--- config.mk ---
export PLATFORM = sky130hd
export DESIGN_NAME = tsc_cell
export DESIGN_NICKNAME = d
export VERILOG_FILES = /design/src/rtl/core/typed_stack_calculator_defines.svh /design/src/rtl/core/tsc_pkg.sv /design/src/rtl/core/tsc_cell.sv
export SDC_FILE = /design/constraint.sdc
export NUM_CORES = 1
export LEC_CHECK = 0
export BUFFER_PORTS_ARGS = -buffer_cell sky130_fd_sc_hd__buf_2
export CELL_PAD_IN_SITES_DETAIL_PLACEMENT = 0
export CELL_PAD_IN_SITES_GLOBAL_PLACEMENT = 1
export CORE_UTILIZATION = 35
export CTS_CLUSTER_DIAMETER = 40
export DETAILED_ROUTE_END_ITERATION = 10
export PLACE_DENSITY_LB_ADDON = 0.2
export SKIP_LAST_GASP = 1
export SLEW_MARGIN = 40
export SYNTH_ARGS = -nofsm -noshare
export SYNTH_HDL_FRONTEND = slang
export SYNTH_SLANG_ARGS = --single-unit
--- constraint.sdc ---
create_clock -name i_clk -period 4.44 [get_ports i_clk]
set_clock_uncertainty 0.1 [all_clocks]
set_input_delay 0.888 -clock i_clk [delete_from_list [all_inputs] [get_ports i_clk]]
set_output_delay 0.888 -clock i_clk [all_outputs]
set_load 0.02 [all_outputs]
--- src/rtl/core/typed_stack_calculator_defines.svh ---
// ----------------------------------------------------------------------------
// Typed stack calculator assertion macros
// Shared assertion wrappers for the calculator RTL.
// ----------------------------------------------------------------------------
`ifndef TYPED_STACK_CALCULATOR_DEFINES_SVH
`define TYPED_STACK_CALCULATOR_DEFINES_SVH

// Assert that a condition implies a consequence on the same edge.
`define TSC_ASSERT_IMP(label, clk, rst_n, ante, cons) \
    label: assert property (@(posedge clk) disable iff (!rst_n) (ante) |-> (cons)) \
        else $error("assertion failed");

// Assert that a condition implies a consequence on the next edge.
`define TSC_ASSERT_NXT(label, clk, rst_n, ante, cons) \
    label: assert property (@(posedge clk) disable iff (!rst_n) (ante) |=> (cons)) \
        else $error("assertion failed");

`endif

--- src/rtl/core/tsc_pkg.sv ---
// ----------------------------------------------------------------------------
// Typed stack calculator package
// Opcodes, status codes, widths and the cell command type.
// ----------------------------------------------------------------------------
package tsc_pkg;
    localparam int STACK_DEPTH = 64;
    localparam int DATA_WIDTH  = 32;
    localparam int FILL_W      = $clog2(STACK_DEPTH + 1);
    localparam int ENTRY_W     = DATA_WIDTH + 1;

    typedef logic [ENTRY_W-1:0] t_entry;

    localparam logic [4:0] OP_PUSHINT = 5'd0;
    localparam logic [4:0] OP_TRUE    = 5'd1;
    localparam logic [4:0] OP_FALSE   = 5'd2;
    localparam logic [4:0] OP_NOT     = 5'd3;
    localparam logic [4:0] OP_PRINT   = 5'd4;
    localparam logic [4:0] OP_CLEAR   = 5'd5;
    localparam logic [4:0] OP_DROP    = 5'd6;
    localparam logic [4:0] OP_DUP     = 5'd7;
    localparam logic [4:0] OP_SWAP    = 5'd8;
    localparam logic [4:0] OP_ADD     = 5'd9;
    localparam logic [4:0] OP_SUB     = 5'd10;
    localparam logic [4:0] OP_MUL     = 5'd11;
    localparam logic [4:0] OP_DIV     = 5'd12;
    localparam logic [4:0] OP_MOD     = 5'd13;
    localparam logic [4:0] OP_EQ      = 5'd14;
    localparam logic [4:0] OP_LT      = 5'd15;
    localparam logic [4:0] OP_GT      = 5'd16;
    localparam logic [4:0] OP_LE      = 5'd17;
    localparam logic [4:0] OP_GE      = 5'd18;

    localparam logic [2:0] ST_OK       = 3'd0;
    localparam logic [2:0] ST_EMPTY    = 3'd1;
    localparam logic [2:0] ST_NOTBOOL  = 3'd2;
    localparam logic [2:0] ST_NOTINT   = 3'd3;
    localparam logic [2:0] ST_DIVZERO  = 3'd4;
    localparam logic [2:0] ST_OVERFLOW = 3'd5;
    localparam logic [2:0] ST_UNIMPL   = 3'd6;

    // Whole-row command: every cell takes the same one.
    typedef enum logic [2:0] {
        C_HOLD,   // keep entry
        C_PUSH,   // shift down, top gets new value
        C_POP,    // shift up
        C_POP2,   // two leave, one result lands on top: shift up by one
        C_TOP,    // replace top only
        C_SWAP,   // exchange top and second
        C_DROP2   // shift up by two, nothing pushed
    } t_cmd;

    typedef struct packed {
        t_cmd   cmd;
        t_entry data;
    } t_row_ctl;

    typedef enum logic [1:0] {
        S_IDLE,
        S_DIV,
        S_DONE
    } t_state;
endpackage

--- src/rtl/core/tsc_cell.sv ---
// ----------------------------------------------------------------------------
// Stack cell
// One stack slot; cell 0 is the top. Shifts with its neighbours per command.
// ----------------------------------------------------------------------------
module tsc_cell
    import tsc_pkg::*;
(
    input  logic     i_clk,
    input  t_row_ctl i_ctl,
    input  t_entry   i_above,    // cell k-1 (or pushed data at top)
    input  t_entry   i_below,    // cell k+1
    input  t_entry   i_below2,   // cell k+2
    input  logic     i_is_top,
    input  logic     i_is_second,
    output t_entry   o_entry
);
    t_entry r_entry;
    t_entry n_entry;

    always_comb begin
        n_entry = r_entry;
        unique case (i_ctl.cmd)
            C_HOLD: n_entry = r_entry;
            C_PUSH: n_entry = i_is_top ? i_ctl.data : i_above;
            C_POP:  n_entry = i_below;
            // Two operands leave, result lands on the new top.
            C_POP2: n_entry = i_is_top ? i_ctl.data : i_below;
            C_TOP:  n_entry = i_is_top ? i_ctl.data : r_entry;
            C_SWAP: n_entry = i_is_top ? i_below : (i_is_second ? i_above : r_entry);
            C_DROP2: n_entry = i_below2;
            default: n_entry = r_entry;
        endcase
    end

    always_ff @(posedge i_clk) begin
        r_entry <= n_entry;
    end

    assign o_entry = r_entry;
endmodule

==> flow_metrics.tcl, run 1 <==
set metrics [dict create \
    cts_max_level 2 \
    finalWirelength_um 13400 \
    ys_seq_area_share_pct 25.1 \
    p_comb_share_pct 36.8 \
    synth-seq-cells 33 \
    cp_max_fo 27 \
    synth_cell_types 29 \
    rsz0062_at_grt "no" \
    syn_to_final_growth_pct 24.2 \
    syn_nets 601 \
    slew_viol_final 0 \
    yosys-top-cells-area "edfxtp_1, a21o_1, a221oi_2" \
    root_buffer "clkbuf_16" \
    critical_path_required_ns 4.35 \
    overflow 0 \
    drive_gt1_share_pct 37.2 \
    antenna_found_initial 1 \
    cts_hold_buf 0 \
    portBuffers 170 \
    drc 0 \
    fin_tns_setup_ns 0 \
    boundaryPins 171 \
    crit_path_frequent_cell "buf_4" \
    arrival_ns 2.91 \
    floorplan.core_area_mm2 0.0109 \
    finalCritPeriodShare_pct 67.5 \
    hold_ws_ns 0.921 \
    cap_violations 0 \
    viasPerCell 5.75 \
    ys.flop_type "edfxtp_1" \
    max_stage_delay_ns 0.43 \
    synth_top_area_share_pct 25.1 \
    numClockSinks 33 \
    dp_cells 724 \
    netSwitchingPower_uw 417 \
    cts_tree "built" \
    synth_warnings 0 \
    power_leakage_uw 0.00210 \
    synth_top_area_cell "edfxtp_1" \
    clk_path_buf_depth 2 \
    hold_path_class "in -> reg" \
    cp-end-kind "flop" \
    cts_setup_buffers 0 \
    syn_avg_cell_area_um2 8.53 \
    grt_max_degree 94 \
    fp-row-count 38 \
    netlist_instances 463 \
    grt_pass1_wl_um 20500 \
    fill_cells 1122 \
    wl_per_cell_um 18.2 \
    fin_cells 733 \
    crit_type "in -> reg" \
    async_reset_ff_share_pct 0 \
    dpl.hpwl_um 8770 \
    tightestPinTransition_ns 0.693 \
    multi_input_comb_area_mm2 0.00266 \
    regArea_um2 991 \
    min_period_ns 3.00 \
    chipHeight_um 108 \
    drtIter0Drc 213 \
    die_x_um 108 \
    status "finished clean" \
    fmax_mhz 333 \
    power_density_mw_per_mm2 248 \
    post_cts_resized 0 \
    setup_violations 0 \
    hold_viol 0 \
    via_count 4213 \
    pwr-share-seq_pct 35.0 \
    path_clk_slew_ns 0.06 \
    slew_headroom_pct 53.8 \
    drt_first_pass_iters 5 \
    cts_buffers 5 \
    path_cells "buf_2, buf_4, nand3_2, buf_4, a221oi_1, a41oi_1" \
    initial_core_util_pct 36.1 \
    power_uw 1220 \
    gp_congestion 0.845 \
    synthTopCellsByCount "a21o_1, o21ai_0, nand2b_1, edfxtp_1" \
    grt_pass1_vias 4048 \
    internal_power_uw 801 \
    fin_nets 729 \
    slowest_stage "buf_4" \
    ant_nets 0 \
    dieArea_mm2 0.0117 \
    syn-cell-area_mm2 0.00395 \
    pwr-share-clk_pct 28.2 \
    synth_edf_count 33 \
    grt.total_usage_pct 22.5 \
    irDropWorstVdd_uv 140 \
    cp-start-kind "input pin" \
    largest_reg_flops 33 \
    swShare_pct 34.2 \
]
power by group through the flow:
stage | Sequential, uW | Clock (uW) | Combinational, uW
detailed placement | 432 | 0 | 448
finish | 426 | 343 | 447
floorplan | 498 | 0 | 215
global route | 430 | 357 | 487
CTS | 427 | 351 | 449
global placement | 434 | 0 | 440
logic make-up (layout without fill, tap and decap cells):
group | count (synthesis) | in the layout | synth area share [%]
AND/OR/NAND/NOR | 139 | 139 | 20.3
flip-flops | 33 | 33 | 25.1
other | 0 | 1 | 0
AO/OA/AOI/OAI | 232 | 232 | 47.0
buffers and inverters | 59 | 188 | 7.67
area by class of cell:
cell class	instances	share of cell area (%)
antenna	1	0.0510
tap	140	3.57
timing repair buffer	179	19.1
multi-input combinational	371	54.2
inverter	1	0.0765
clock buffer	8	2.78
sequential	33	20.2
per-layer routing:
metal,routed length (um),track usage (%),up-vias,part of all wire (%)
li1,-,-,2033,-
met1,5930,29.1,1999,44
met2,6340,37.4,169,47
met3,943,3.92,12,7.1
met4,159,8.02,0,1.2
met5,0,0,-,0
critical path: cells and delay by family:
family / cells / cell delay, ns
compound gates: 2 / 0.38
buf+inv: 3 / 1.21
simple gates: 1 / 0.40
worst paths after layout:
kind	startpoint	endpoint	slack (ns)	depth (start not counted)
worst min-delay path	i_below2[17]	o_entry[17]	0.92	3
worst max-delay path	i_ctl[34]	o_entry[22]	1.44	6
layout by cell type, fill, tap and decap left out, types with 5 or more instances in the layout:
cell,n
a21boi_0,32
a21o_1,64
a221oi_2,30
a41oi_1,32
and3_1,32
buf_2,169
buf_4,8
clkbuf_16,5
edfxtp_1,33
nand2_1,32
nand2b_1,34
nor2b_1,32
o21ai_0,64
through the flow:
step	instance area, um^2	util [%]	worst slack (ns)
CTS	4900	44.8	1.48
finish	4900	44.9	1.44
global route	4900	44.8	1.30
floorplan	3950	-	0.849
global placement	4760	43.5	1.08
detailed placement	4760	43.5	1.19
No activity file was read; power rests on OpenSTA's default activity.
==> inputs of run 2 (changes only) <==
Settings changed: CORE_UTILIZATION 35 to 32.
Clock period 4.44 ns to 2.45 ns, I/O delays scaled along.
==> run 2 against run 1 <==
Net effect:
- die area up 9.2%
- worst setup slack got worse by 0.81 ns
- critical endpoint is now o_entry[18]
- combinational power grew 88%
- clock power is 80% higher
- flip-flop and latch count stayed put
- sequential power grew 81%
- routed wire length up 7.1%
- global-route usage shrank 0.94 points
- first-iteration DRC count grew 20%
==> flow_metrics.tcl, run 2 (synthesized netlist as in run 1, its figures left out) <==
set metrics [dict create \
    viasPerCell 5.69 \
    path_cells "buf_2, and2_2, o21ai_0, a41oi_1" \
    hold_path_class "in -> reg" \
    ant_nets 0 \
    power_leakage_uw 0.00218 \
    arrival_ns 1.83 \
    path_clk_slew_ns 0.06 \
    power_uw 2230 \
    portBuffers 170 \
    post_cts_resized 0 \
    cp-start-kind "input pin" \
    dieArea_mm2 0.0128 \
    dp_cells 745 \
    tightestPinTransition_ns 0.709 \
    finalCritPeriodShare_pct 74.2 \
    via_count 4285 \
    syn_to_final_growth_pct 27.3 \
    root_buffer "clkbuf_16" \
    crit_buf_inv 1 \
    cts_hold_buf 0 \
    cts_setup_buffers 0 \
    drtIter0Drc 255 \
    rsz0062_at_grt "no" \
    grt_pass1_vias 4101 \
    fin_nets 743 \
    slowest_stage "and2_2" \
    critical-path-top-delay-family "simple AND/OR/NAND/NOR gates" \
    gp_congestion 0.781 \
    overflow 0 \
    fin_tns_setup_ns 0 \
    numClockSinks 33 \
    cts_buffers 5 \
    min_to "o_entry[25]" \
    cts_tree "built" \
    grt_max_degree 88 \
    cp_max_fo 33 \
    chipHeight_um 113 \
    irDropWorstVdd_uv 227 \
    cp-end-kind "flop" \
    critical_path_required_ns 2.46 \
    finalWirelength_um 14300 \
    slew_headroom_pct 52.7 \
    final_common_cell "buf_2" \
    cap_violations 0 \
    crit_type "in -> reg" \
    final_core_util_pct 41.8 \
    wl_per_cell_um 19.0 \
    min_from "i_below2[25]" \
    dpl.hpwl_um 9690 \
    power_density_mw_per_mm2 443 \
    fmax_mhz 550 \
    max_stage_delay_ns 0.65 \
    fin_cells 753 \
    initial_core_util_pct 32.9 \
    drt_first_pass_iters 4 \
    fp-row-count 40 \
    setup_violations 0 \
    hold_viol 0 \
    fill_cells 1263 \
    clk_path_buf_depth 2 \
    hold_ws_ns 0.522 \
    boundaryPins 171 \
    largest_reg_flops 33 \
    grt_pass1_wl_um 21600 \
    slew_viol_final 0 \
    layout_common_cells "buf_2, o21ai_0, a21o_1" \
    grt.total_usage_pct 21.6 \
    whs_path_depth 3 \
    min_period_ns 1.82 \
    cts_max_level 2 \
    drc 0 \
    antenna_found_initial 1 \
    die_x_um 113 \
    drive_gt1_share_pct 38.5 \
    floorplan.core_area_mm2 0.0120 \
    status "finished clean" \
]
==> run 2: layout make-up <==
class / instances / area (um^2) / share of cell area [%]
Multi-Input combinational cell: 371 / 2660 / 52.9
Tap cell: 147 / 184 / 3.66
Inverter: 1 / 3.75 / 0.0747
Timing Repair Buffer: 193 / 1050 / 20.9
Clock buffer: 6 / 129 / 2.57
Clock inverter: 1 / 3.75 / 0.0747
Antenna cell: 1 / 2.50 / 0.0498
Sequential cell: 33 / 991 / 19.7
==> run 2: metrics by stage <==
stage	setup slack [ns]	cell area [um^2]
2_1_floorplan	-0.633	3990
3_3_place_gp	0.375	4890
3_5_place_dp	0.316	4890
4_1_cts	0.595	5020
5_1_grt	0.510	5020
6_report	0.632	5020
==> run 2: per-layer routing <==
layer / global-route usage (%) / vias up / part of all wire, %
met3: 3.48 / 9 / 5.2
met5: 0 / - / 0
met1: 29.0 / 2083 / 47
met4: 5.18 / 0 / 0.65
li1: - / 2071 / -
met2: 36.1 / 122 / 47
==> run 2: tightest hold or removal path, stage by stage <==
cell,delay [ns]
buf_2,0.09
nand2_1,0.04
a41oi_1,0.10
==> run 2: power breakdown <==
| part | internal [uW] | switching (uW) | leakage [uW] |
|---|---|---|---|
| combinational | 347 | 495 | 0.00178 |
| clock | 369 | 249 | 0.0000644 |
| sequential | 740 | 28.8 | 0.000326 |
| total | 1460 | 772 | 0.00218 |
==> run 2: worst max path at each step <==
stage | cells past startpoint | start | end
after floorplan | 5 | i_is_top | o_entry[0]
after global placement | 6 | i_ctl[34] | o_entry[21]
after detailed placement | 4 | i_ctl[35] | o_entry[18]
after CTS | 4 | i_ctl[35] | o_entry[0]
after global routing | 4 | i_ctl[35] | o_entry[18]
final | 4 | i_ctl[35] | o_entry[18]
==> inputs of run 3 (changes only) <==
Clock period 2.45 ns to 1.5 ns, I/O delays scaled along.
==> run 3 against run 2 <==
Net effect:
- power increased by 69%
- clock power is 69% higher
- routed wire length down 1.6%
- worst setup slack lost 0.51 ns
- cell count increased by 2.4%
- global-route usage increased by 0.36 points
- critical path depth up 1
- worst hold slack got worse by 0.19 ns
- via count increased by 2.0%
- critical endpoint is now o_entry[22]
- largest power group unchanged
- highest routed layer unchanged
==> flow_metrics.tcl, run 3 (synthesized netlist as in run 1, its figures left out) <==
set metrics [dict create \
    status "finished clean" \
    postLayoutSetupSlackWorst_ns 0.117 \
    antenna_found_initial 0 \
    portBuffers 170 \
    cap_violations 0 \
    fin_tns_setup_ns 0 \
    tightestPinTransition_ns 0.288 \
    critical_path_required_ns 1.42 \
    cts_setup_buffers 0 \
    cts_max_level 2 \
    via_count 4370 \
    post_cts_resized 0 \
    boundaryPins 171 \
    hold_path_class "in -> reg" \
    chipHeight_um 113 \
    largest_reg_flops 33 \
    cts_buffers 5 \
    ant_nets 0 \
    clk_path_buf_depth 2 \
    gp_congestion 0.769 \
    multi_input_comb_area_mm2 0.00266 \
    drc 0 \
    floorplan.core_area_mm2 0.0120 \
    irDropWorstVdd_uv 320 \
    finalCritPeriodShare_pct 92.2 \
    crit_type "in -> reg" \
    finalWirelength_um 14100 \
    root_buffer "clkbuf_16" \
    grt_pass1_wl_um 22000 \
    place_ws_ns -0.226 \
    dpl.hpwl_um 10100 \
    cts_hold_buf 0 \
    overflow 0 \
    grt_max_degree 53 \
    power_density_mw_per_mm2 709 \
    grt.total_usage_pct 21.9 \
    regArea_um2 991 \
    slew_headroom_pct 80.8 \
    fill_cells 1236 \
    syn_to_final_growth_pct 34.2 \
    drive_gt1_share_pct 40.4 \
    viasPerCell 5.67 \
    setup_violations 0 \
    power_leakage_uw 0.00231 \
    hold_viol 0 \
    initial_core_util_pct 32.9 \
    die_x_um 113 \
    drtIter0Drc 318 \
    place_area_mm2 0.00516 \
    drt_first_pass_iters 4 \
    numClockSinks 33 \
    cp-end-kind "flop" \
    dieArea_mm2 0.0128 \
    fmax_mhz 723 \
    grt_pass1_vias 4302 \
    stdcell_area_mm2 0.00530 \
    cp_max_fo 16 \
    fp-row-count 40 \
    arrival_ns 1.30 \
    rsz0062_at_grt "no" \
    final_common_cell "buf_2" \
    layout_common_cells "buf_2, o21ai_0, a21o_1" \
    wl_per_cell_um 18.3 \
    cts_tree "built" \
    antenna_cells 0 \
    slew_viol_final 0 \
    fin_nets 762 \
    min_period_ns 1.38 \
    path_clk_slew_ns 0.06 \
    cp-start-kind "input pin" \
]
==> run 3: changes by cell type in the layout (fill, tap and decap cells not counted), sizes merged <==
cell | before | now
buf | 193 | 212
diode | 1 | 0
==> run 3: layout make-up <==
cell class / instances / share of cell area (%)
Inverter: 1 / 0.0709
Sequential cell: 33 / 18.7
Clock inverter: 1 / 0.0709
Clock buffer: 6 / 2.43
Multi-Input combinational cell: 371 / 50.2
Timing Repair Buffer: 212 / 25.0
Tap cell: 147 / 3.47
==> run 3: power breakdown <==
| group | switching (uW) | internal (uW) |
|---|---|---|
| sequential | 43.9 | 1210 |
| combinational | 821 | 642 |
| clock | 436 | 603 |
==> run 3: layer usage <==
layer  routed length (um)  GRT usage, %
met1                 6340          28.7
met3                  885          4.12
met4                  263          8.16
met2                 6600          35.8
met5                    0             0
==> run 3: worst paths after layout <==
check | start | to | slack [ns] | depth (start not counted)
hold / removal | i_below2[30] | o_entry[30] | 0.34 | 3
setup / recovery | i_ctl[34] | o_entry[22] | 0.12 | 5
==> run 3: critical path, cell delays in order <==
cell,delay (ns)
buf_2,0.13
or2_2,0.33
buf_12,0.18
a221oi_1,0.29
a41oi_1,0.07
==> run 3: stage by stage <==
| step | std cells | total power [uW] | utilization, % | hold slack (ns) |
|---|---|---|---|---|
| 2_1_floorplan | 463 | 2130 | - | 0.474 |
| 3_3_place_gp | 764 | 2710 | 42.9 | 0.622 |
| 3_5_place_dp | 764 | 2740 | 42.9 | 0.631 |
| 4_1_cts | 771 | 3790 | 44.0 | 0.326 |
| 5_1_grt | 771 | 3950 | 44.1 | 0.339 |
| 6_report | 771 | 3750 | 44.1 | 0.335 |
