--- config.mk ---
export PLATFORM = sky130hd
export DESIGN_NAME = tsc_divider
export DESIGN_NICKNAME = d
export VERILOG_FILES = /design/src/rtl/core/tsc_pkg.sv /design/src/rtl/core/tsc_divider.sv
export VERILOG_INCLUDE_DIRS = /design/src /design/src/rtl/core
export SDC_FILE = /design/constraint.sdc
export NUM_CORES = 1
export LEC_CHECK = 0
export ABC_CLOCK_PERIOD_IN_PS = 6300
export BUFFER_PORTS_ARGS = -buffer_cell sky130_fd_sc_hd__buf_4
export CAP_MARGIN = 10
export CORE_ASPECT_RATIO = 2
export CORE_UTILIZATION = 63
export CTS_CLUSTER_DIAMETER = 30
export DETAILED_ROUTE_END_ITERATION = 16
export PLACE_DENSITY = 0.87
export SETUP_SLACK_MARGIN = 0.4
export SLEW_MARGIN = 20
export SYNTH_ARGS = -nofsm -noshare
export SYNTH_HDL_FRONTEND = slang
export SYNTH_SLANG_ARGS = --single-unit
--- constraint.sdc ---
create_clock -name i_clk -period 6.3 [get_ports i_clk]
set_input_delay 1.26 -clock i_clk [delete_from_list [all_inputs] [get_ports i_clk]]
set_output_delay 1.26 -clock i_clk [all_outputs]
set_load 0.02 [all_outputs]
--- src/rtl/core/typed_stack_calculator_defines.svh ---
// ----------------------------------------------------------------------------
// Typed stack calculator assertion macros
// Shared assertion wrappers for the calculator RTL.
// ----------------------------------------------------------------------------
`ifndef TYPED_STACK_CALCULATOR_DEFINES_SVH
`define TYPED_STACK_CALCULATOR_DEFINES_SVH

// Assert that a condition implies a consequence on the same edge.
`define TSC_ASSERT_IMP(label, clk, rst_n, ante, cons) \
    label: assert property (@(posedge clk) disable iff (!rst_n) (ante) |-> (cons)) \
        else $error("assertion failed");

// Assert that a condition implies a consequence on the next edge.
`define TSC_ASSERT_NXT(label, clk, rst_n, ante, cons) \
    label: assert property (@(posedge clk) disable iff (!rst_n) (ante) |=> (cons)) \
        else $error("assertion failed");

`endif

--- src/rtl/core/tsc_pkg.sv ---
// ----------------------------------------------------------------------------
// Typed stack calculator package
// Opcodes, status codes, widths and the cell command type.
// ----------------------------------------------------------------------------
package tsc_pkg;
    localparam int STACK_DEPTH = 64;
    localparam int DATA_WIDTH  = 32;
    localparam int FILL_W      = $clog2(STACK_DEPTH + 1);
    localparam int ENTRY_W     = DATA_WIDTH + 1;

    typedef logic [ENTRY_W-1:0] t_entry;

    localparam logic [4:0] OP_PUSHINT = 5'd0;
    localparam logic [4:0] OP_TRUE    = 5'd1;
    localparam logic [4:0] OP_FALSE   = 5'd2;
    localparam logic [4:0] OP_NOT     = 5'd3;
    localparam logic [4:0] OP_PRINT   = 5'd4;
    localparam logic [4:0] OP_CLEAR   = 5'd5;
    localparam logic [4:0] OP_DROP    = 5'd6;
    localparam logic [4:0] OP_DUP     = 5'd7;
    localparam logic [4:0] OP_SWAP    = 5'd8;
    localparam logic [4:0] OP_ADD     = 5'd9;
    localparam logic [4:0] OP_SUB     = 5'd10;
    localparam logic [4:0] OP_MUL     = 5'd11;
    localparam logic [4:0] OP_DIV     = 5'd12;
    localparam logic [4:0] OP_MOD     = 5'd13;
    localparam logic [4:0] OP_EQ      = 5'd14;
    localparam logic [4:0] OP_LT      = 5'd15;
    localparam logic [4:0] OP_GT      = 5'd16;
    localparam logic [4:0] OP_LE      = 5'd17;
    localparam logic [4:0] OP_GE      = 5'd18;

    localparam logic [2:0] ST_OK       = 3'd0;
    localparam logic [2:0] ST_EMPTY    = 3'd1;
    localparam logic [2:0] ST_NOTBOOL  = 3'd2;
    localparam logic [2:0] ST_NOTINT   = 3'd3;
    localparam logic [2:0] ST_DIVZERO  = 3'd4;
    localparam logic [2:0] ST_OVERFLOW = 3'd5;
    localparam logic [2:0] ST_UNIMPL   = 3'd6;

    // Whole-row command: every cell takes the same one.
    typedef enum logic [2:0] {
        C_HOLD,   // keep entry
        C_PUSH,   // shift down, top gets new value
        C_POP,    // shift up
        C_POP2,   // two leave, one result lands on top: shift up by one
        C_TOP,    // replace top only
        C_SWAP,   // exchange top and second
        C_DROP2   // shift up by two, nothing pushed
    } t_cmd;

    typedef struct packed {
        t_cmd   cmd;
        t_entry data;
    } t_row_ctl;

    typedef enum logic [1:0] {
        S_IDLE,
        S_DIV,
        S_DONE
    } t_state;
endpackage

--- src/rtl/core/tsc_divider.sv ---
// ----------------------------------------------------------------------------
// Stack calculator divider
// Signed restoring divider, one quotient bit per cycle, truncating toward zero.
// ----------------------------------------------------------------------------
module tsc_divider
    import tsc_pkg::*;
(
    input  logic                  i_clk,
    input  logic                  i_rst_n,
    input  logic                  i_start,
    input  logic [DATA_WIDTH-1:0] i_num,
    input  logic [DATA_WIDTH-1:0] i_den,
    output logic                  o_done,
    output logic [DATA_WIDTH-1:0] o_quot,
    output logic [DATA_WIDTH-1:0] o_rem
);
    localparam int CNT_W = $clog2(DATA_WIDTH + 1);

    logic [DATA_WIDTH-1:0] r_q, n_q;
    logic [DATA_WIDTH:0]   r_r, n_r;
    logic [DATA_WIDTH-1:0] r_d;
    logic                  r_qneg, r_rneg;
    logic [CNT_W-1:0]      r_cnt;
    logic                  r_busy, r_done;
    logic [DATA_WIDTH:0]   trial;

    always_comb begin
        trial = {r_r[DATA_WIDTH-1:0], r_q[DATA_WIDTH-1]} - {1'b0, r_d};
        if (!trial[DATA_WIDTH]) begin
            n_r = trial;
            n_q = {r_q[DATA_WIDTH-2:0], 1'b1};
        end else begin
            n_r = {r_r[DATA_WIDTH-1:0], r_q[DATA_WIDTH-1]};
            n_q = {r_q[DATA_WIDTH-2:0], 1'b0};
        end
    end

    always_ff @(posedge i_clk) begin
        if (!i_rst_n) begin
            r_busy <= 1'b0;
            r_done <= 1'b0;
            r_cnt  <= '0;
        end else begin
            r_done <= 1'b0;
            if (i_start) begin
                r_busy <= 1'b1;
                r_cnt  <= CNT_W'(DATA_WIDTH);
            end else if (r_busy) begin
                r_cnt <= r_cnt - 1'b1;
                if (r_cnt == CNT_W'(1)) begin
                    r_busy <= 1'b0;
                    r_done <= 1'b1;
                end
            end
        end
    end

    always_ff @(posedge i_clk) begin
        if (i_start) begin
            r_q    <= i_num[DATA_WIDTH-1] ? (~i_num + 1'b1) : i_num;
            r_d    <= i_den[DATA_WIDTH-1] ? (~i_den + 1'b1) : i_den;
            r_r    <= '0;
            r_qneg <= i_num[DATA_WIDTH-1] ^ i_den[DATA_WIDTH-1];
            r_rneg <= i_num[DATA_WIDTH-1];
        end else if (r_busy) begin
            r_q <= n_q;
            r_r <= n_r;
        end
    end

    assign o_done = r_done;
    assign o_quot = r_qneg ? (~r_q + 1'b1) : r_q;
    assign o_rem  = r_rneg ? (~r_r[DATA_WIDTH-1:0] + 1'b1) : r_r[DATA_WIDTH-1:0];

    `include "typed_stack_calculator_defines.svh"
    `TSC_ASSERT_NXT(a_div_busy, i_clk, i_rst_n, i_start, r_busy)
    `TSC_ASSERT_IMP(a_div_done_idle, i_clk, i_rst_n, r_done, !r_busy)
    `TSC_ASSERT_IMP(a_div_cnt, i_clk, i_rst_n, r_busy, r_cnt != '0)
endmodule

==> results.json, run 1 <==
{
  "status": "finished with violations",
  "failed_checks": "DRC",
  "ys.flop_type": "edfxtp_1",
  "grtUsageTotal_pct": 36.6,
  "ys_seq_area_share_pct": 33.0,
  "worst_pin_slew_ns": 0.990,
  "core.rowCount": 59,
  "synth_nets": 1090,
  "dp_slack_ns": 1.87,
  "wl_met1_um": 7440,
  "synthToLayoutAreaGrowth_pct": 15.7,
  "synth_seq_cells": 106,
  "cp-start-kind": "register",
  "top_layer_used": "met4",
  "die_height_um": 166,
  "cts_setup_buffers": 0,
  "final_cell_mix": "buf_4, xnor2_1, nor2_1",
  "cts_made_buffers": 9,
  "final_nets": 1190,
  "grt-ovfl-total": 0,
  "route.met3.wl_um": 1390,
  "drive_above_1_share_pct": 15.2,
  "synth.avg_cell_area_um2": 8.58,
  "clock_skew_ns": 0.0130,
  "power.leakage_nw": 3.84,
  "drv_cap": 0,
  "drtIter0Drc": 456,
  "htree_levels": 3,
  "drtAntennaViolNets": 0,
  "ctsResizeCount": 0,
  "drt_pass1_iterations": 11,
  "synth_top_cell_area_share_pct": 23.5,
  "final_cell_count_no_fill": 1241,
  "synthesis.area_mm2": 0.00844,
  "ys_warn_count": 0,
  "hold_ws_ns": 0.497,
  "setup_viol": 0,
  "dieArea_mm2": 0.0139,
  "end_kind": "primary output",
  "cts_buffer_depth": 2,
  "postSynthCellCount": 984,
  "crit_type": "reg2out",
  "rsz0062_at_grt": "false",
  "detail_route.drc_violations": 2,
  "mostFrequentLayoutCell": "buf_4",
  "max-vdd-ir-drop_mv": 0.180,
  "cts_sinks": 106,
  "synth_top_area_cell": "edfxtp_1",
  "grt_pass1_vias": 7960,
  "arrival_ns": 3.63,
  "portBuffers": 131,
  "cts_tree": "built",
  "fin_crit_sh_pct": 77.6,
  "grt_first_pass_wirelength_um": 39300,
  "ios": 132,
  "report.final.slew_viol_count": 0,
  "antenna_cells": 0,
  "antenna_found_initial": 0,
  "cts_hold_buf": 0,
  "design.core.area_mm2": 0.0131,
  "setup_tns_ns": 0,
  "wl_met2_um": 13100,
  "final_hold_viol_count": 0,
  "vias": 7886,
  "max_freq_ghz": 0.204,
  "synth_edf_count": 66,
  "root_buffer": "clkbuf_16",
  "dp_cells": 1225,
  "fin_util_pct": 74.8,
  "powerDensity_mw_per_mm2": 266,
  "wl_per_cell_um": 19.5,
  "grt_max_degree": 86,
  "via_per_inst": 6.35,
  "async_reset_ff_share_pct": 0,
  "final.setup.worst_slack_ns": 1.41,
  "synth_cell_types": 57,
  "gp_congestion": 1.01,
  "critical_path.max_fanout": 5,
  "slew_headroom_pct": 33.5,
  "min_period_ns": 4.89,
  "wirelength_um": 24200,
  "start_util_pct": 64.6,
  "worstPathRequired_ns": 5.04,
  "post-dp-hpwl_um": 18200,
  "ys_top_cells_by_area": "edfxtp_1, xnor2_1, dfxtp_1, ha_1, a21oi_1",
  "die-width_um": 83.8,
  "clk_latency_ns": 0.36,
  "hold_path.class": "reg2reg",
  "path_clk_slew_ns": 0.07
}
## synth_stat cells, drive strengths merged, types with 32 or more instances
cell,instances
xnor2,113
nor2,91
nand2,71
a21oi,70
o21ai,68
edfxtp,66
inv,56
dfxtp,40
ha,38
xor2,38
clkbuf,37
o31ai,34
or3,32
## per-layer routing
metal	up-vias	GRT usage, %
met4	0	31.6
li1	3745	-
met1	3685	30.7
met5	-	1.82
met2	322	67.2
met3	134	11.1
## kinds of logic (layout without fill, tap and decap cells)
kind of cell	Yosys count	after routing	synth area share, %
simple gates	298	298	17.5
compound gates	257	257	19.6
xor+xnor	151	151	15.7
flops	106	106	33.0
buf+inv	102	207	4.67
fa+ha+maj	39	39	5.87
mux	31	31	3.69
## path summary, 6_finish.rpt
path	slack (ns)	cells after the start	from	to
max	1.41	8	r_q[5]	o_quot[28]
min	0.50	2	r_cnt[1]	r_cnt[1]
max reg2reg	1.77	11	r_r[17]	r_r[27]
min reg2reg	0.50	2	r_cnt[1]	r_cnt[1]
## worst max-delay path, stage by stage, from the launching register on
cell      delay, ns
edfxtp_1       0.46
or4_1          0.61
nor4_1         0.42
nor2b_1        0.39
nand4_1        0.32
or3_1          0.46
o31ai_1        0.29
xnor2_1        0.16
buf_4          0.16
## stage by stage
step | power (mW) | area (µm²)
3_5_place_dp | 1.99 | 9470
5_1_grt | 2.72 | 9770
3_3_place_gp | 1.98 | 9470
6_report | 2.59 | 9770
4_1_cts | 2.57 | 9770
2_1_floorplan | 1.61 | 8440
## flip-flops by register name (all words and copies together) (netlist names)
signal and count:
r_d 32, r_q 32, r_r 32, r_cnt 6, o_done 1, r_busy 1, r_qneg 1, r_rneg 1
## power breakdown
| group | switching (mW) | internal (mW) |
|---|---|---|
| registers | 0.104 | 0.822 |
| clock network | 0.273 | 0.312 |
| logic | 0.634 | 0.451 |
| total | 1.01 | 1.58 |
## final cells by class
class                      count  area (µm²)
clock buffer                   9         225
clock inverter                 7        75.1
fill                        1008        3300
inverter                      56         210
multi-input combinational    776        5270
sequential                   106        2780
tap                          152         190
timing repair buffer         135        1010
(Power assumes the default switching activity.)
==> run 2, diff against run 1 <==
Settings changed: ABC_AREA from default to 1, ABC_CLOCK_PERIOD_IN_PS 6300 to 4600, CORE_UTILIZATION 63 to 60, PLACE_DENSITY 0.87 to 0.82.
Clock period 6.3 ns to 4.6 ns, I/O delays scaled along.
==> run 2 against run 1 <==
  * The flow now finishes without violations
  * Register-to-register slack worse by 0.15 ns
  * Die area is 26% higher
  * Combinational power is 22% lower
  * Synthesized cell count is 66% higher
  * Core utilization is 4.2 points lower
  * Final cell count is 57% higher
  * Clock-buffer cell count is 2 higher
  * Design area is 18% higher
  * Sequential power is 24% higher
  * Largest power group is now sequential cells
  * Highest routed layer unchanged
==> results.json, run 2 <==
{
  "status": "finished clean",
  "multi_input_area_mm2": 0.00602,
  "hold_path.class": "reg2reg",
  "rsz0062_at_grt": "false",
  "design.core.area_mm2": 0.0164,
  "grt_max_degree": 62,
  "via_per_inst": 5.42,
  "gp_congestion": 0.986,
  "layout.area.seq_mm2": 0.00278,
  "crit_buf_inv": 2,
  "top_regs": "r_d (32), r_q (32), r_r (32)",
  "synth_top_family_by_area": "simple AND/OR/NAND/NOR gates",
  "yosys.area_share.adder_pct": 4.89,
  "detail_route.drc_violations": 0,
  "cts_hold_buf": 0,
  "fin_crit_sh_pct": 82.9,
  "use_met3_pct": 4.62,
  "yosysMostFrequentCell": "nand2_1",
  "top_usage_layer": "met2",
  "dp_slack_ns": 1.29,
  "final_hold_viol_count": 0,
  "final_cell_mix": "nand2_1, inv_1, nor2_1",
  "synth-compound-area-share_pct": 6.64,
  "synth_edf_count": 66,
  "ys.flop_type": "edfxtp_1",
  "clock_skew_ns": 0.00740,
  "slowest_delay_ns": 1.00,
  "antenna_cells": 0,
  "final_nets": 1848,
  "root_buffer": "clkbuf_16",
  "synth_common_cells": "nand2_1, inv_1, nor2_1",
  "synth_top_cell_area_share_pct": 19.6,
  "die-width_um": 93.9,
  "path_clk_slew_ns": 0.07,
  "drtAntennaViolNets": 0,
  "synthesis.area_mm2": 0.0101,
  "setup_tns_ns": 0,
  "crit_type": "reg2out",
  "use_met1_pct": 31.8,
  "grt-ovfl-total": 0,
  "die_height_um": 186,
  "crit_family": "flip-flops",
  "antenna_found_initial": 0,
  "wirelength_um": 30400,
  "fin_util_pct": 70.5,
  "drt_pass1_iterations": 5,
  "worstPathCellList": "clkinv_1, a21oi_1, a21oi_1, xor2_1, buf_4",
  "final.setup.worst_slack_ns": 0.788,
  "cp-start-kind": "register",
  "cts_tree": "built",
  "cts_sinks": 106,
  "max_freq_ghz": 0.262,
  "mostFrequentLayoutCell": "nand2_1",
  "synth_nets": 1735,
  "yosys.area_share.simple_pct": 37.7,
  "arrival_ns": 2.89,
  "synth_top_area_cell": "nand2_1",
  "critPathSlowestCell": "edfxtp_1",
  "worst_pin_slew_ns": 0.994,
  "path_common_cell": "a21oi_1",
  "clk_latency_ns": 0.36,
  "end_kind": "primary output",
  "synth.avg_cell_area_um2": 6.22,
  "drv_cap": 0,
  "ios": 132,
  "final_cell_count_no_fill": 1951,
  "ys_warn_count": 0,
  "synth_cell_types": 47,
  "postSynthCellCount": 1629,
  "synth.area.mux_share_pct": 0,
  "drtIter0Drc": 569,
  "grt_pass1_vias": 10600,
  "cts_setup_buffers": 0,
  "async_reset_ff_share_pct": 0,
  "critical_path.max_fanout": 28,
  "post-dp-hpwl_um": 25000,
  "max-vdd-ir-drop_mv": 0.211,
  "worstPathRequired_ns": 3.68,
  "slew_headroom_pct": 33.8,
  "report.final.slew_viol_count": 0,
  "setup_viol": 0,
  "drive_above_1_share_pct": 10.8,
  "cts_buffer_depth": 2,
  "synthToLayoutAreaGrowth_pct": 13.8,
  "synth_seq_cells": 106,
  "wl_per_cell_um": 15.6,
  "start_util_pct": 62.0,
  "power.leakage_nw": 6.27,
  "grtUsageTotal_pct": 36.0,
  "grt_util_met2_pct": 69.7,
  "dieArea_mm2": 0.0174,
  "ys_top_cells_by_area": "nand2_1, edfxtp_1, inv_1, dfxtp_1, xor2_1",
  "ctsResizeCount": 0,
  "min_period_ns": 3.81,
  "portBuffers": 131,
  "cts_made_buffers": 9,
  "nFillCells": 1502,
  "powerDensity_mw_per_mm2": 242,
  "dp_cells": 1935,
  "ys_seq_area_share_pct": 27.5,
  "grt_first_pass_wirelength_um": 48000,
  "vias": 10600,
  "synth_xor_area_share_pct": 10.2,
  "core.rowCount": 66,
  "htree_levels": 3
}
==> run 2: metrics by stage <==
stage | hold WS (ns) | instance area, µm² | power (mW)
floorplan | 0.449 | 10100 | 1.68
global placement | 0.464 | 11200 | 1.98
detailed placement | 0.480 | 11200 | 2.00
CTS | 0.491 | 11500 | 2.79
global route | 0.517 | 11500 | 2.91
finish | 0.489 | 11500 | 2.79
==> run 2: final timing paths <==
path | slack (ns) | endpoint | cells past startpoint | startpoint
setup / recovery | 0.79 | o_rem[22] | 5 | r_rneg
setup reg to reg | 1.62 | r_q[0] | 15 | r_q[31]
hold reg to reg | 0.49 | r_r[1] | 2 | r_r[1]
hold / removal | 0.49 | r_r[1] | 2 | r_r[1]
==> run 2: worst register-to-register path: cells and delay by family, from the launching register on <==
kind                       cells  cell delay [ns]
and+or+nand+nor               10             1.23
adders and majority gates      2             0.64
buffers and inverters          2             0.21
DFF                            1             0.47
AOI/OAI and AO/OA              1             0.17
==> run 2: cell families (layout without fill, tap and decap cells) <==
logic type	count (synthesis)	in the layout
xor gates and xnor gates	118	118
buffers and inverters	341	459
and+or+nand+nor	899	899
adders and majority gates	39	39
DFF	106	106
AOI/OAI and AO/OA	126	126
==> run 2: metal layers <==
metal / part of all wire, % / wire, µm
met2: 54 / 16600
met1: 32 / 9820
met4: 8.2 / 2500
met3: 5.1 / 1560
met5: 0 / 0
==> run 2: final cells by class <==
class / count / share of cell area, %
timing repair buffer: 136 / 8.85
inverter: 307 / 9.99
clock inverter: 5 / 0.467
tap: 204 / 2.21
sequential: 106 / 24.1
multi-input combinational: 1182 / 52.2
clock buffer: 11 / 2.10
==> run 2: power breakdown <==
part           total, mW  switching [mW]  leakage [nW]  internal, mW
clock              0.796           0.360         0.147         0.436
sequential          1.15          0.0542         0.984          1.10
combinational      0.841           0.532          5.14         0.309
==> run 3, diff against run 2 <==
Settings changed: ABC_AREA 1 to 0, ABC_CLOCK_PERIOD_IN_PS 4600 to 3900, CORE_UTILIZATION 60 to 58, PLACE_DENSITY 0.82 to 0.81.
Clock period 4.6 ns to 3.9 ns, I/O delays scaled along.
==> run 3 against run 2 <==
  * Wire length fell by 13%
  * Largest cell class unchanged
  * Largest power group is now combinational cells
  * Final cell count fell by 32%
  * Critical path type unchanged
  * The run now ends with setup timing left
  * Die area fell by 14%
  * Register-to-register slack got worse by 1.1 ns
  * Global-route usage fell by 0.75 points
  * First-iteration DRC count fell by 33%
  * Critical endpoint is now o_rem[29]
==> results.json, run 3 (same netlist as run 1, synthesis figures left out) <==
{
  "ios": 132,
  "top_usage_layer": "met2",
  "fin_crit_sh_pct": 102,
  "drt_pass1_iterations": 4,
  "wl_per_cell_um": 19.8,
  "drv_cap": 0,
  "critPathSlowestCell": "or4_4",
  "slowest_delay_ns": 0.48,
  "top_regs": "r_d (32), r_q (32), r_r (32)",
  "antenna_cells": 0,
  "rr_worst_depth": 12,
  "powerDensity_mw_per_mm2": 405,
  "crit_type": "reg2out",
  "gp_congestion": 0.998,
  "grt_max_degree": 80,
  "arrival_ns": 3.20,
  "max-vdd-ir-drop_mv": 0.251,
  "min_period_ns": 3.98,
  "portBuffers": 131,
  "final_nets": 1238,
  "dp_slack_ns": 0.0629,
  "die_height_um": 173,
  "hold_path.class": "reg2reg",
  "antenna_found_initial": 0,
  "die-width_um": 87.3,
  "dp_cells": 1294,
  "final_hold_viol_count": 0,
  "worstPathCellList": "nor4_4, nand3_2, or3_4, or3_4, or3_4, or4_4, o41ai_4, xnor2_2, buf_4",
  "cts_tree": "built",
  "dieArea_mm2": 0.0151,
  "hold_ws_ns": 0.502,
  "slew_headroom_pct": 28.3,
  "cts_made_buffers": 9,
  "worstPathRequired_ns": 3.12,
  "via_per_inst": 6.15,
  "report.final.slew_viol_count": 0,
  "final.setup.worst_slack_ns": -0.0835,
  "grt_pass1_vias": 8443,
  "path_clk_slew_ns": 0.08,
  "clk_latency_ns": 0.36,
  "critical_path.max_fanout": 3,
  "status": "finished with violations",
  "drtIter0Drc": 381,
  "grt-ovfl-total": 0,
  "post-dp-hpwl_um": 18800,
  "holdPathStages": 2,
  "detail_route.drc_violations": 0,
  "root_buffer": "clkbuf_16",
  "drtAntennaViolNets": 0,
  "drive_above_1_share_pct": 24.2,
  "mostFrequentLayoutCell": "buf_4",
  "synthToLayoutAreaGrowth_pct": 26.6,
  "final_cell_mix": "buf_4, xnor2_1, nor2_1",
  "wirelength_um": 26400,
  "vias": 8177,
  "power.leakage_nw": 4.24,
  "max_freq_ghz": 0.251,
  "path_common_cell": "or3_4",
  "htree_levels": 3,
  "setup_viol": 3,
  "start_util_pct": 59.1,
  "grt_first_pass_wirelength_um": 40500,
  "cts_sinks": 106,
  "grtUsageTotal_pct": 35.3,
  "setup_tns_ns": -0.121,
  "cts_hold_buf": 0,
  "p_total_mw": 4.32,
  "design.core.area_mm2": 0.0143,
  "use_met3_pct": 9.50,
  "failed_checks": "setup timing",
  "rsz0062_at_grt": "true",
  "cp-start-kind": "register",
  "worst_pin_slew_ns": 1.08,
  "final_cell_count_no_fill": 1329,
  "clock_skew_ns": 0.0118,
  "use_met1_pct": 28.5,
  "grt_util_met2_pct": 65.7,
  "cts_buffer_depth": 2,
  "end_kind": "primary output",
  "core.rowCount": 62
}
-- run 3: cell count changes in the layout (fill, tap and decap cells not counted), sizes merged, moves of 16 or more --
cell,change
nand2,-471
inv,-247
nand3,-99
xnor2,+86
nor2,-70
xor2,-53
buf,+46
a21oi,+34
or3,+32
mux2i,+30
o31ai,+30
a211oi,+27
nor3,-18
nand2b,+16
-- run 3: final timing paths --
check | slack [ns] | startpoint | to
setup / recovery | -0.08 | r_r[7] | o_rem[29]
hold / removal | 0.50 | r_cnt[1] | r_cnt[1]
setup reg to reg | 0.53 | r_d[0] | r_r[0]
hold reg to reg | 0.50 | r_cnt[1] | r_cnt[1]
-- run 3: per-stage QoR --
step | area [µm²] | util, %
floorplan | 8500 | -
global route | 10700 | 74.9
finish | 10700 | 74.9
detailed placement | 9820 | 68.8
CTS | 10400 | 72.6
global placement | 9820 | 68.8
-- run 3: cell type report --
cell class                      count  area (µm²)
Multi-Input combinational cell    776        5720
Timing Repair Buffer              183        1450
Inverter                           56         210
Clock buffer                       10         229
Tap cell                          192         240
Fill cell                        1106        3590
Sequential cell                   106        2790
Clock inverter                      6        48.8
-- run 3: worst max-delay path, delay by kind of cell, from the launching register on --
kind | cells | cell delay (ns)
buffers and inverters | 1 | 0.15
xor gates and xnor gates | 1 | 0.15
and+or+nand+nor | 6 | 1.93
DFF | 1 | 0.35
AOI/OAI and AO/OA | 1 | 0.28
-- run 3: repair_timing --
item | 4_1_cts | 5_1_grt
buffers inserted | 8 | 9
setup endpoints to repair | 28 | 66
resized for setup | 45 | 43
gates cloned | 0 | 1
pin swaps | 19 | 27
-- run 3: per-layer routing --
| layer | share of wire (%) | wire (µm) |
|---|---|---|
| met5 | 0 | 0 |
| met4 | 9.2 | 2430 |
| met3 | 5.8 | 1530 |
| met2 | 56 | 14700 |
| met1 | 29 | 7700 |
-- run 3: where the power goes --
part	internal, mW	leakage (nW)	switching (mW)
Combinational	0.849	3.12	1.11
Sequential	1.33	0.978	0.150
Clock	0.443	0.138	0.441
